==> config.mk <==
export PLATFORM = sky130hd
export DESIGN_NAME = page_frame_bump_allocator
export DESIGN_NICKNAME = d
export VERILOG_FILES = /design/src/rtl/pfba_pkg.sv /design/src/rtl/pfba_ctrl.sv /design/src/rtl/pfba_dp.sv /design/src/rtl/page_frame_bump_allocator.sv
export SDC_FILE = /design/constraint.sdc
export NUM_CORES = 2
export LEC_CHECK = 0
export ABC_AREA = 1
export BUFFER_PORTS_ARGS = -buffer_cell sky130_fd_sc_hd__buf_2
export CELL_PAD_IN_SITES_DETAIL_PLACEMENT = 2
export CELL_PAD_IN_SITES_GLOBAL_PLACEMENT = 2
export CORE_MARGIN = 1
export CORE_UTILIZATION = 30
export DETAILED_ROUTE_END_ITERATION = 6
export PLACE_DENSITY = 0.6
export SYNTH_ARGS = -nofsm -noshare
export SYNTH_HDL_FRONTEND = slang
export SYNTH_SLANG_ARGS = --single-unit
==> constraint.sdc <==
create_clock -name clock -period 28.7 [get_ports clock]
set_input_delay 1.435 -clock clock [delete_from_list [all_inputs] [get_ports clock]]
set_output_delay 1.435 -clock clock [all_outputs]
set_load 0.01 [all_outputs]
==> src/rtl/pfba_pkg.sv <==
`default_nettype none

package pfba_pkg;

   localparam int MAX_REGIONS  = 16;
   localparam int PAGE_SHIFT   = 12;
   localparam int REGION_IDX_W = (MAX_REGIONS > 1) ? $clog2(MAX_REGIONS) : 1;
   localparam int COUNT_W      = $clog2(MAX_REGIONS + 1);
   localparam int CSR_INDEX_W  = 8;

   typedef enum logic [1:0] {
      CMD_LOAD    = 2'd0,
      CMD_ALLOC   = 2'd1,
      CMD_RESTART = 2'd2,
      CMD_UNUSED  = 2'd3
   } cmd_type;

   localparam logic [1:0] STATUS_OK         = 2'd0;
   localparam logic [1:0] STATUS_NO_FRAME   = 2'd1;
   localparam logic [1:0] STATUS_TABLE_FULL = 2'd2;

   localparam logic [CSR_INDEX_W-1:0] CSR_EXCLUDED_START = CSR_INDEX_W'(0);
   localparam logic [CSR_INDEX_W-1:0] CSR_EXCLUDED_END   = CSR_INDEX_W'(1);

   // controller to datapath
   typedef struct packed {
      logic take;
      logic exec;
      logic read;
      logic chunk;
      logic place;
      logic window;
      logic fix;
      logic number;
      logic next_region;
      logic no_frame;
      logic finish;
   } dp_cmd_type;

   // datapath to controller
   typedef struct packed {
      logic is_alloc;
      logic walk_ok;
      logic place_skip;
      logic in_window;
      logic fix_skip;
      logic last_region;
      logic out_free;
   } dp_stat_type;

endpackage

`default_nettype wire

==> src/rtl/pfba_ctrl.sv <==
`default_nettype none

module pfba_ctrl (
   input  wire logic                 clock,
   input  wire logic                 reset,
   input  wire logic                 req_valid,
   output logic                      req_stall,
   input  pfba_pkg::dp_stat_type     stat,
   output pfba_pkg::dp_cmd_type      cmd
);

   typedef enum logic [8:0] {
      S_IDLE   = 9'b000000001,
      S_EXEC   = 9'b000000010,
      S_READ   = 9'b000000100,
      S_CHUNK  = 9'b000001000,
      S_PLACE  = 9'b000010000,
      S_WINDOW = 9'b000100000,
      S_FIX    = 9'b001000000,
      S_NUMBER = 9'b010000000,
      S_FINISH = 9'b100000000
   } state_type;

   state_type state_ff, state_in;

   assign req_stall = (state_ff != S_IDLE);

   always_comb begin
      cmd      = '0;
      state_in = state_ff;
      case (state_ff)
         S_IDLE: begin
            if (req_valid) begin
               cmd.take = 1'b1;
               state_in = S_EXEC;
            end
         end
         S_EXEC: begin
            cmd.exec = 1'b1;
            if (stat.is_alloc && stat.walk_ok) begin
               state_in = S_READ;
            end else begin
               cmd.no_frame = stat.is_alloc;
               state_in     = S_FINISH;
            end
         end
         S_READ: begin
            cmd.read = 1'b1;
            state_in = S_CHUNK;
         end
         S_CHUNK: begin
            cmd.chunk = 1'b1;
            state_in  = S_PLACE;
         end
         S_PLACE: begin
            cmd.place = 1'b1;
            if (!stat.place_skip) begin
               state_in = S_WINDOW;
            end else if (stat.last_region) begin
               cmd.no_frame = 1'b1;
               state_in     = S_FINISH;
            end else begin
               cmd.next_region = 1'b1;
               state_in        = S_READ;
            end
         end
         S_WINDOW: begin
            cmd.window = 1'b1;
            state_in   = stat.in_window ? S_FIX : S_NUMBER;
         end
         S_FIX: begin
            cmd.fix = 1'b1;
            if (!stat.fix_skip) begin
               state_in = S_NUMBER;
            end else if (stat.last_region) begin
               cmd.no_frame = 1'b1;
               state_in     = S_FINISH;
            end else begin
               cmd.next_region = 1'b1;
               state_in        = S_READ;
            end
         end
         S_NUMBER: begin
            cmd.number = 1'b1;
            state_in   = S_FINISH;
         end
         S_FINISH: begin
            if (stat.out_free) begin
               cmd.finish = 1'b1;
               state_in   = S_IDLE;
            end
         end
         default: begin
            state_in = S_IDLE;
         end
      endcase
   end

   always_ff @(posedge clock) begin
      if (reset) begin
         state_ff <= S_IDLE;
      end else begin
         state_ff <= state_in;
      end
   end

endmodule

`default_nettype wire

==> src/rtl/pfba_dp.sv <==
`default_nettype none

module pfba_dp (
   input  wire logic                                 clock,
   input  wire logic                                 reset,
   input  pfba_pkg::dp_cmd_type                      cmd,
   output pfba_pkg::dp_stat_type                     stat,
   input  wire logic [1:0]                           req_cmd,
   input  wire logic [63:0]                          req_region_base,
   input  wire logic [63:0]                          req_region_length,
   input  wire logic                                 req_region_reserved,
   input  wire logic                                 csr_wr,
   input  wire logic [pfba_pkg::CSR_INDEX_W-1:0]     csr_index,
   input  wire logic [31:0]                          csr_data,
   output logic                                      rsp_valid,
   input  wire logic                                 rsp_stall,
   output logic [1:0]                                rsp_status,
   output logic [31:0]                               rsp_frame_number,
   output logic [63:0]                               rsp_frame_address
);

   localparam int IDX_W = pfba_pkg::REGION_IDX_W;
   localparam int CNT_W = pfba_pkg::COUNT_W;

   // region table
   logic [63:0] base_mem [pfba_pkg::MAX_REGIONS];
   logic [63:0] len_mem  [pfba_pkg::MAX_REGIONS];
   logic        flag_mem [pfba_pkg::MAX_REGIONS];

   pfba_pkg::cmd_type cmd_ff;
   logic [63:0] base_ff, len_ff;
   logic        resv_ff;

   logic [CNT_W-1:0] count_ff;
   logic [31:0]      next_frame_ff;
   logic [31:0]      xs_ff, xe_ff;
   logic             rsp_valid_ff;

   logic [IDX_W-1:0] r_ff;
   logic [63:0]      rd_base_ff, rd_len_ff;
   logic             rd_flag_ff;
   logic [63:0]      first_ff, start_ff, k_ff, m_ff, a_ff;

   logic [1:0]  res_status_ff;
   logic [31:0] res_num_ff;
   logic [63:0] res_addr_ff;
   logic [1:0]  rsp_status_ff;
   logic [31:0] rsp_num_ff;
   logic [63:0] rsp_addr_ff;

   logic        table_full, mem_wr;
   logic [63:0] room, len_cut, m_in, want, k_in, a_place, a_fix, k_adj, num;
   logic        in_window;

   assign table_full = (count_ff >= CNT_W'(pfba_pkg::MAX_REGIONS));
   assign mem_wr     = cmd.exec && (cmd_ff == pfba_pkg::CMD_LOAD) && !table_full;

   // index of the last chunk, with the region cut off at the top of memory
   assign room    = 64'd0 - rd_base_ff;
   assign len_cut = ((rd_base_ff != 64'd0) && (rd_len_ff > room)) ? room : rd_len_ff;
   assign m_in    = (len_cut == 64'd0) ? 64'd0 : ((len_cut - 64'd1) >> pfba_pkg::PAGE_SHIFT);

   assign want = {32'd0, next_frame_ff};
   assign k_in = (want > first_ff) ? (want - first_ff) : 64'd0;

   assign a_place = rd_base_ff + (k_ff << pfba_pkg::PAGE_SHIFT);
   assign a_fix   = a_place;

   assign in_window = (xs_ff <= xe_ff) && (a_ff >= {32'd0, xs_ff}) && (a_ff <= {32'd0, xe_ff});
   assign k_adj     = k_ff + ((({32'd0, xe_ff}) - a_ff) >> pfba_pkg::PAGE_SHIFT) + 64'd1;

   assign num = start_ff + k_ff;

   always_comb begin
      stat             = '0;
      stat.is_alloc    = (cmd_ff == pfba_pkg::CMD_ALLOC);
      stat.walk_ok     = (next_frame_ff != 32'd0) && (count_ff != '0);
      stat.place_skip  = rd_flag_ff || (k_ff >= m_ff);
      stat.in_window   = in_window;
      stat.fix_skip    = (k_ff >= m_ff);
      stat.last_region = ({1'b0, r_ff} == (IDX_W + 1)'(count_ff - CNT_W'(1)));
      stat.out_free    = !rsp_valid_ff || !rsp_stall;
   end

   always_ff @(posedge clock) begin
      if (mem_wr) begin
         base_mem[count_ff[IDX_W-1:0]] <= base_ff;
         len_mem[count_ff[IDX_W-1:0]]  <= len_ff;
         flag_mem[count_ff[IDX_W-1:0]] <= resv_ff;
      end
      if (cmd.read) begin
         rd_base_ff <= base_mem[r_ff];
         rd_len_ff  <= len_mem[r_ff];
         rd_flag_ff <= flag_mem[r_ff];
      end
   end

   // control state
   always_ff @(posedge clock) begin
      if (reset) begin
         count_ff      <= '0;
         next_frame_ff <= 32'd1;
         xs_ff         <= 32'd0;
         xe_ff         <= 32'd0;
         rsp_valid_ff  <= 1'b0;
      end else begin
         if (csr_wr && (csr_index == pfba_pkg::CSR_EXCLUDED_START)) begin
            xs_ff <= csr_data;
         end
         if (csr_wr && (csr_index == pfba_pkg::CSR_EXCLUDED_END)) begin
            xe_ff <= csr_data;
         end
         if (mem_wr) begin
            count_ff <= count_ff + CNT_W'(1);
         end
         if (cmd.exec && (cmd_ff == pfba_pkg::CMD_RESTART)) begin
            count_ff      <= '0;
            next_frame_ff <= 32'd1;
         end
         if (cmd.number && (num[63:32] == 32'd0)) begin
            next_frame_ff <= num[31:0] + 32'd1;
         end
         if (cmd.finish) begin
            rsp_valid_ff <= 1'b1;
         end else if (!rsp_stall) begin
            rsp_valid_ff <= 1'b0;
         end
      end
   end

   // payload and walk registers
   always_ff @(posedge clock) begin
      if (cmd.take) begin
         cmd_ff  <= pfba_pkg::cmd_type'(req_cmd);
         base_ff <= req_region_base;
         len_ff  <= req_region_length;
         resv_ff <= req_region_reserved;
      end
      if (cmd.exec) begin
         r_ff          <= '0;
         first_ff      <= 64'd0;
         res_status_ff <= ((cmd_ff == pfba_pkg::CMD_LOAD) && table_full) ?
                          pfba_pkg::STATUS_TABLE_FULL : pfba_pkg::STATUS_OK;
         res_num_ff    <= 32'd0;
         res_addr_ff   <= 64'd0;
      end
      if (cmd.chunk) begin
         m_ff     <= m_in;
         k_ff     <= k_in;
         start_ff <= first_ff;
      end
      if (cmd.place) begin
         first_ff <= first_ff + m_ff;
         a_ff     <= a_place;
      end
      if (cmd.window && in_window) begin
         k_ff <= k_adj;
      end
      if (cmd.fix) begin
         a_ff <= a_fix;
      end
      if (cmd.next_region) begin
         r_ff <= r_ff + IDX_W'(1);
      end
      if (cmd.no_frame) begin
         res_status_ff <= pfba_pkg::STATUS_NO_FRAME;
         res_num_ff    <= 32'd0;
         res_addr_ff   <= 64'd0;
      end
      if (cmd.number) begin
         if (num[63:32] != 32'd0) begin
            res_status_ff <= pfba_pkg::STATUS_NO_FRAME;
            res_num_ff    <= 32'd0;
            res_addr_ff   <= 64'd0;
         end else begin
            res_status_ff <= pfba_pkg::STATUS_OK;
            res_num_ff    <= num[31:0];
            res_addr_ff   <= a_ff;
         end
      end
      if (cmd.finish) begin
         rsp_status_ff <= res_status_ff;
         rsp_num_ff    <= res_num_ff;
         rsp_addr_ff   <= res_addr_ff;
      end
   end

   assign rsp_valid         = rsp_valid_ff;
   assign rsp_status        = rsp_status_ff;
   assign rsp_frame_number  = rsp_num_ff;
   assign rsp_frame_address = rsp_addr_ff;

endmodule

`default_nettype wire

==> src/rtl/page_frame_bump_allocator.sv <==
`default_nettype none

// Page frame bump allocator. Region descriptors are loaded into a 16-entry table
// (cmd 0), frames are handed out in increasing chunk number order (cmd 1), and cmd 2
// empties the table and restarts numbering at 1; every request word answers with
// exactly one response word. An allocate walks the region table, with one table read,
// chunk count and placement per region, then a window check where the chunk is not
// skipped and a fix-up where the frame falls in the excluded window; the frame is
// numbered when one is found. The walk goes through the single read port of the
// region table. One request word is in flight at a time; a finished response sits
// in an output register, so the next request is taken while it waits. Registers 0
// and 1 hold the excluded window; the user must write them only while the block is
// idle, which the block itself does not enforce.
module page_frame_bump_allocator (
   input  wire logic                             clock,
   input  wire logic                             reset,
   // request channel
   input  wire logic                             req_valid,
   output logic                                  req_stall,
   input  wire logic [1:0]                       req_cmd,
   input  wire logic [63:0]                      req_region_base,
   input  wire logic [63:0]                      req_region_length,
   input  wire logic                             req_region_reserved,
   // response channel
   output logic                                  rsp_valid,
   input  wire logic                             rsp_stall,
   output logic [1:0]                            rsp_status,
   output logic [31:0]                           rsp_frame_number,
   output logic [63:0]                           rsp_frame_address,
   // register write channel
   input  wire logic                             csr_valid,
   output logic                                  csr_ready,
   input  wire logic [pfba_pkg::CSR_INDEX_W-1:0] csr_index,
   input  wire logic [31:0]                      csr_data
);

   pfba_pkg::dp_cmd_type  dp_cmd;
   pfba_pkg::dp_stat_type dp_stat;

   // registers always take a write
   assign csr_ready = 1'b1;

   // sequencer for the table walk
   pfba_ctrl u_ctrl (
      .clock     (clock),
      .reset     (reset),
      .req_valid (req_valid),
      .req_stall (req_stall),
      .stat      (dp_stat),
      .cmd       (dp_cmd)
   );

   // region table, walk arithmetic and response register
   pfba_dp u_dp (
      .clock               (clock),
      .reset               (reset),
      .cmd                 (dp_cmd),
      .stat                (dp_stat),
      .req_cmd             (req_cmd),
      .req_region_base     (req_region_base),
      .req_region_length   (req_region_length),
      .req_region_reserved (req_region_reserved),
      .csr_wr              (csr_valid && csr_ready),
      .csr_index           (csr_index),
      .csr_data            (csr_data),
      .rsp_valid           (rsp_valid),
      .rsp_stall           (rsp_stall),
      .rsp_status          (rsp_status),
      .rsp_frame_number    (rsp_frame_number),
      .rsp_frame_address   (rsp_frame_address)
   );

endmodule

`default_nettype wire
==> metrics.csv <==
stage;metric;value;unit
critical_path;worst_path_largest_cell_delay;0.78;ns
synth;synthTopCellsByArea;edfxtp_1 63%, nand2_1 5.8%, ha_1 4.3%;
cts;root_buffer;clkbuf_16;
critical_path;cp.arrival;8.76;ns
cts;cts_setup_buffers;0;
cts;cts-htree-levels;5;
synth;async_reset_ff_share;0;%
critical_path;cpMostUsedCell;nand2_1;
cts;cts_buffer_depth;4;
global_routing;grt_overflow;0;
synth;yosysWarnings;0;
critical_path;r2r-start;u_dp.rd_base_ff[1];
timing;setup_viol;0;
cts;cts.reportedPaths.clkPinSlew;0.06;ns
cts;cts.repair.resized;0;
floorplan;dieArea;456000;um^2
timing;period_minus_slack;8.14;ns
critical_path;rr_worst_depth;34;
synth;syn_area;136000;um^2
run;maxCapViolCount;0;
critical_path;crit_fanout;88;
drt;vias;101000;
critical_path;regToRegEndpoint;u_dp.m_ff[17];
placed_design;post-dp-hpwl;372;mm
final_layout;final_common_cell;edfxtp_1;
drt;postRouteAntennaNets;0;
placed_design;postPlaceCellArea;145000;um^2
cts;cts.sink_count;2943;
synth;syn_nets;13100;
timing;fin_ws;20.56;ns
global_routing;gr-usage-met3;2.06;%
critical_path;startpoint;u_dp.rd_base_ff[1];
power_and_ir_drop;ir_worst_vdd;0.0436;mV
global_routing;grt_pass1_wl;794;mm
timing;period_share;28.3;%
floorplan;core_area;450000;um^2
timing;rsz0062_at_grt;no;
synth;synth_edf_count;2832;
critical_path;critical_path.endpoint;u_dp.m_ff[17];
hold_path;hp-class;flip-flop to flip-flop;
global_routing;globalRouteTotalUtil;23.9;%
drt;drtIter0Drc;6688;
global_routing;grt_pass1_vias;110000;
global_routing;gr-usage-met1;31.0;%
timing;max_clock_freq;123;MHz
synth;synthCells;12500;
floorplan;pin_count;277;
global_routing;grt_max_degree;183;
critical_path;critPathKind;flip-flop to flip-flop;
cts;clk_latency;0.98;ns
final_layout;nFillCells;47600;
floorplan;rows;246;
cts;cts_made_buffers;345;
drt;routedWlPerCell;29.4;um
drt;post_drt_via_cell_ratio;5.31;
critical_path;slowest_stage;nand3_1;
synth;ys_seq_area_share;64.1;%
final_layout;regArea;87300;um^2
timing;report.final.hold_viol_count;0;
timing;drv_slew;0;
timing;tightest_slew;1.27;ns
synth;yosys.cell_types.count;64;
timing;slew_headroom;15.7;%
synth;netlist.area_leader.share;62.5;%
cts;tritoncts;yes;
timing;fin_setup_tns;0;ns
timing;finalClockSkew;0.123;ns
final_layout;layout_common_cells;2832 x edfxtp_1, 2080 x nand2_1, 1409 x nor2_1, 1038 x inv_1, 970 x o21ai_0;
drt;drt_first_pass_iters;5;
global_routing;met2_usage;42.2;%
final_layout;multi_input_area;43000;um^2
synth;synth.avg_cell_area;10.9;um^2
drt;drc_errors;0;
placed_design;pre_cts_slack;20.48;ns
power_and_ir_drop;p_per_area;60.1;nW/um^2
drt;routed_wl;559;mm
floorplan;die_w;675;um
critical_path;cp-start-kind;flip-flop;
final_layout;final_area;156000;um^2
final_layout;nNetsFinal;13400;
critical_path;endpoint_kind;flip-flop;
floorplan;die_h;675;um
critical_path;worstPathRequired;29.33;ns
global_routing;grt_busiest_layer;met2;
critical_path;r2r_slack;20.56;ns
placed_design;gp_congestion;0.906;
placed_design;port_buffers;275;
final_layout;area_delta_synth_final;14.3;%
power_and_ir_drop;power;0.00935;W
floorplan;start_util;30.2;%
synth;yosysTopAreaCell;edfxtp_1;
synth;ys_seq_elements;2943;
status;status;completed;
power_and_ir_drop;p_leak;56.2;nW
global_routing;antenna_found_initial;48;
synth;synthFlopType;edfxtp_1;
final_layout;drive_gt1_share;7.64;%
cts;cts_hold_buf;0;
power by group:
| group | switching, W | total [W] | leakage (nW) | internal, W |
|---|---|---|---|---|
| registers | 0.0000657 | 0.00481 | 26.8 | 0.00474 |
| clock network | 0.00187 | 0.00434 | 5.31 | 0.00247 |
| logic | 0.000153 | 0.000198 | 24.1 | 0.0000452 |
critical path, delay by kind of cell, from the launching register on:
family          cells  cell delay (ns)
compound gates      2             0.67
fa+ha+maj           2             0.81
buf+inv             8             1.37
flops               1             0.55
simple gates       22             4.31
synth_stat cells (all sizes together) (96+ instances only):
cell    instances
ha            467
nor2         1444
nand2        2089
nor3          118
nand4         205
clkbuf        446
a21oi         924
o22ai         186
o21ai         974
nand3         556
a221oi        151
inv          1045
dfxtp         111
xor2          190
edfxtp       2832
o221ai        128
xnor2          96
worst min path at each step:
| stage | cells after the start | slack [ns] | endpoint | from |
|---|---|---|---|---|
| 5_1_grt | 0 | 0.42 | u_dp.rsp_frame_number[3] | u_dp.res_num_ff[3] |
| 3_5_place_dp | 0 | 0.41 | u_dp.rsp_frame_address[56] | u_dp.res_addr_ff[56] |
| 4_1_cts | 0 | 0.42 | u_dp.rsp_frame_address[35] | u_dp.res_addr_ff[35] |
| 6_report | 0 | 0.42 | u_dp.rsp_frame_address[35] | u_dp.res_addr_ff[35] |
| 3_3_place_gp | 0 | 0.40 | u_dp.rsp_frame_address[41] | u_dp.res_addr_ff[41] |
| 2_1_floorplan | 0 | 0.40 | u_dp.rsp_frame_address[0] | u_dp.res_addr_ff[0] |
routing by layer:
layer / up-vias / wire (um)
met3: 783 / 17900
met4: 12 / 19300
li1: 45200 / -
met2: 1995 / 277000
met1: 52800 / 244000
met5: - / 73
final cells by class:
class | count | area share [%]
Antenna cell | 14 | 0.0225
Clock buffer | 443 | 5.92
Clock inverter | 178 | 1.11
Inverter | 1047 | 2.55
Multi-Input combinational cell | 7984 | 27.7
Sequential cell | 2943 | 56.1
Tap cell | 5952 | 4.79
Timing Repair Buffer | 434 | 1.81
stage by stage:
step	util (%)	instances	hold slack (ns)
floorplan	-	12500	0.400
global placement	32.1	18400	0.403
detailed placement	32.1	18400	0.407
CTS	34.5	19000	0.419
global route	34.5	19000	0.423
finish	34.5	19000	0.416
kinds of logic (layout without fill, tap and decap cells):
logic type	Yosys count	in the layout	synth area share (%)
DFF	2943	2943	64.1
and+or+nand+nor	4548	4548	13.9
xor gates and xnor gates	286	286	1.84
AOI/OAI and AO/OA	2677	2677	11.3
adders and majority gates	472	472	4.37
other	1	15	0.00276
buffers and inverters	1546	2102	4.36
Power figures use the tool's default switching activity.
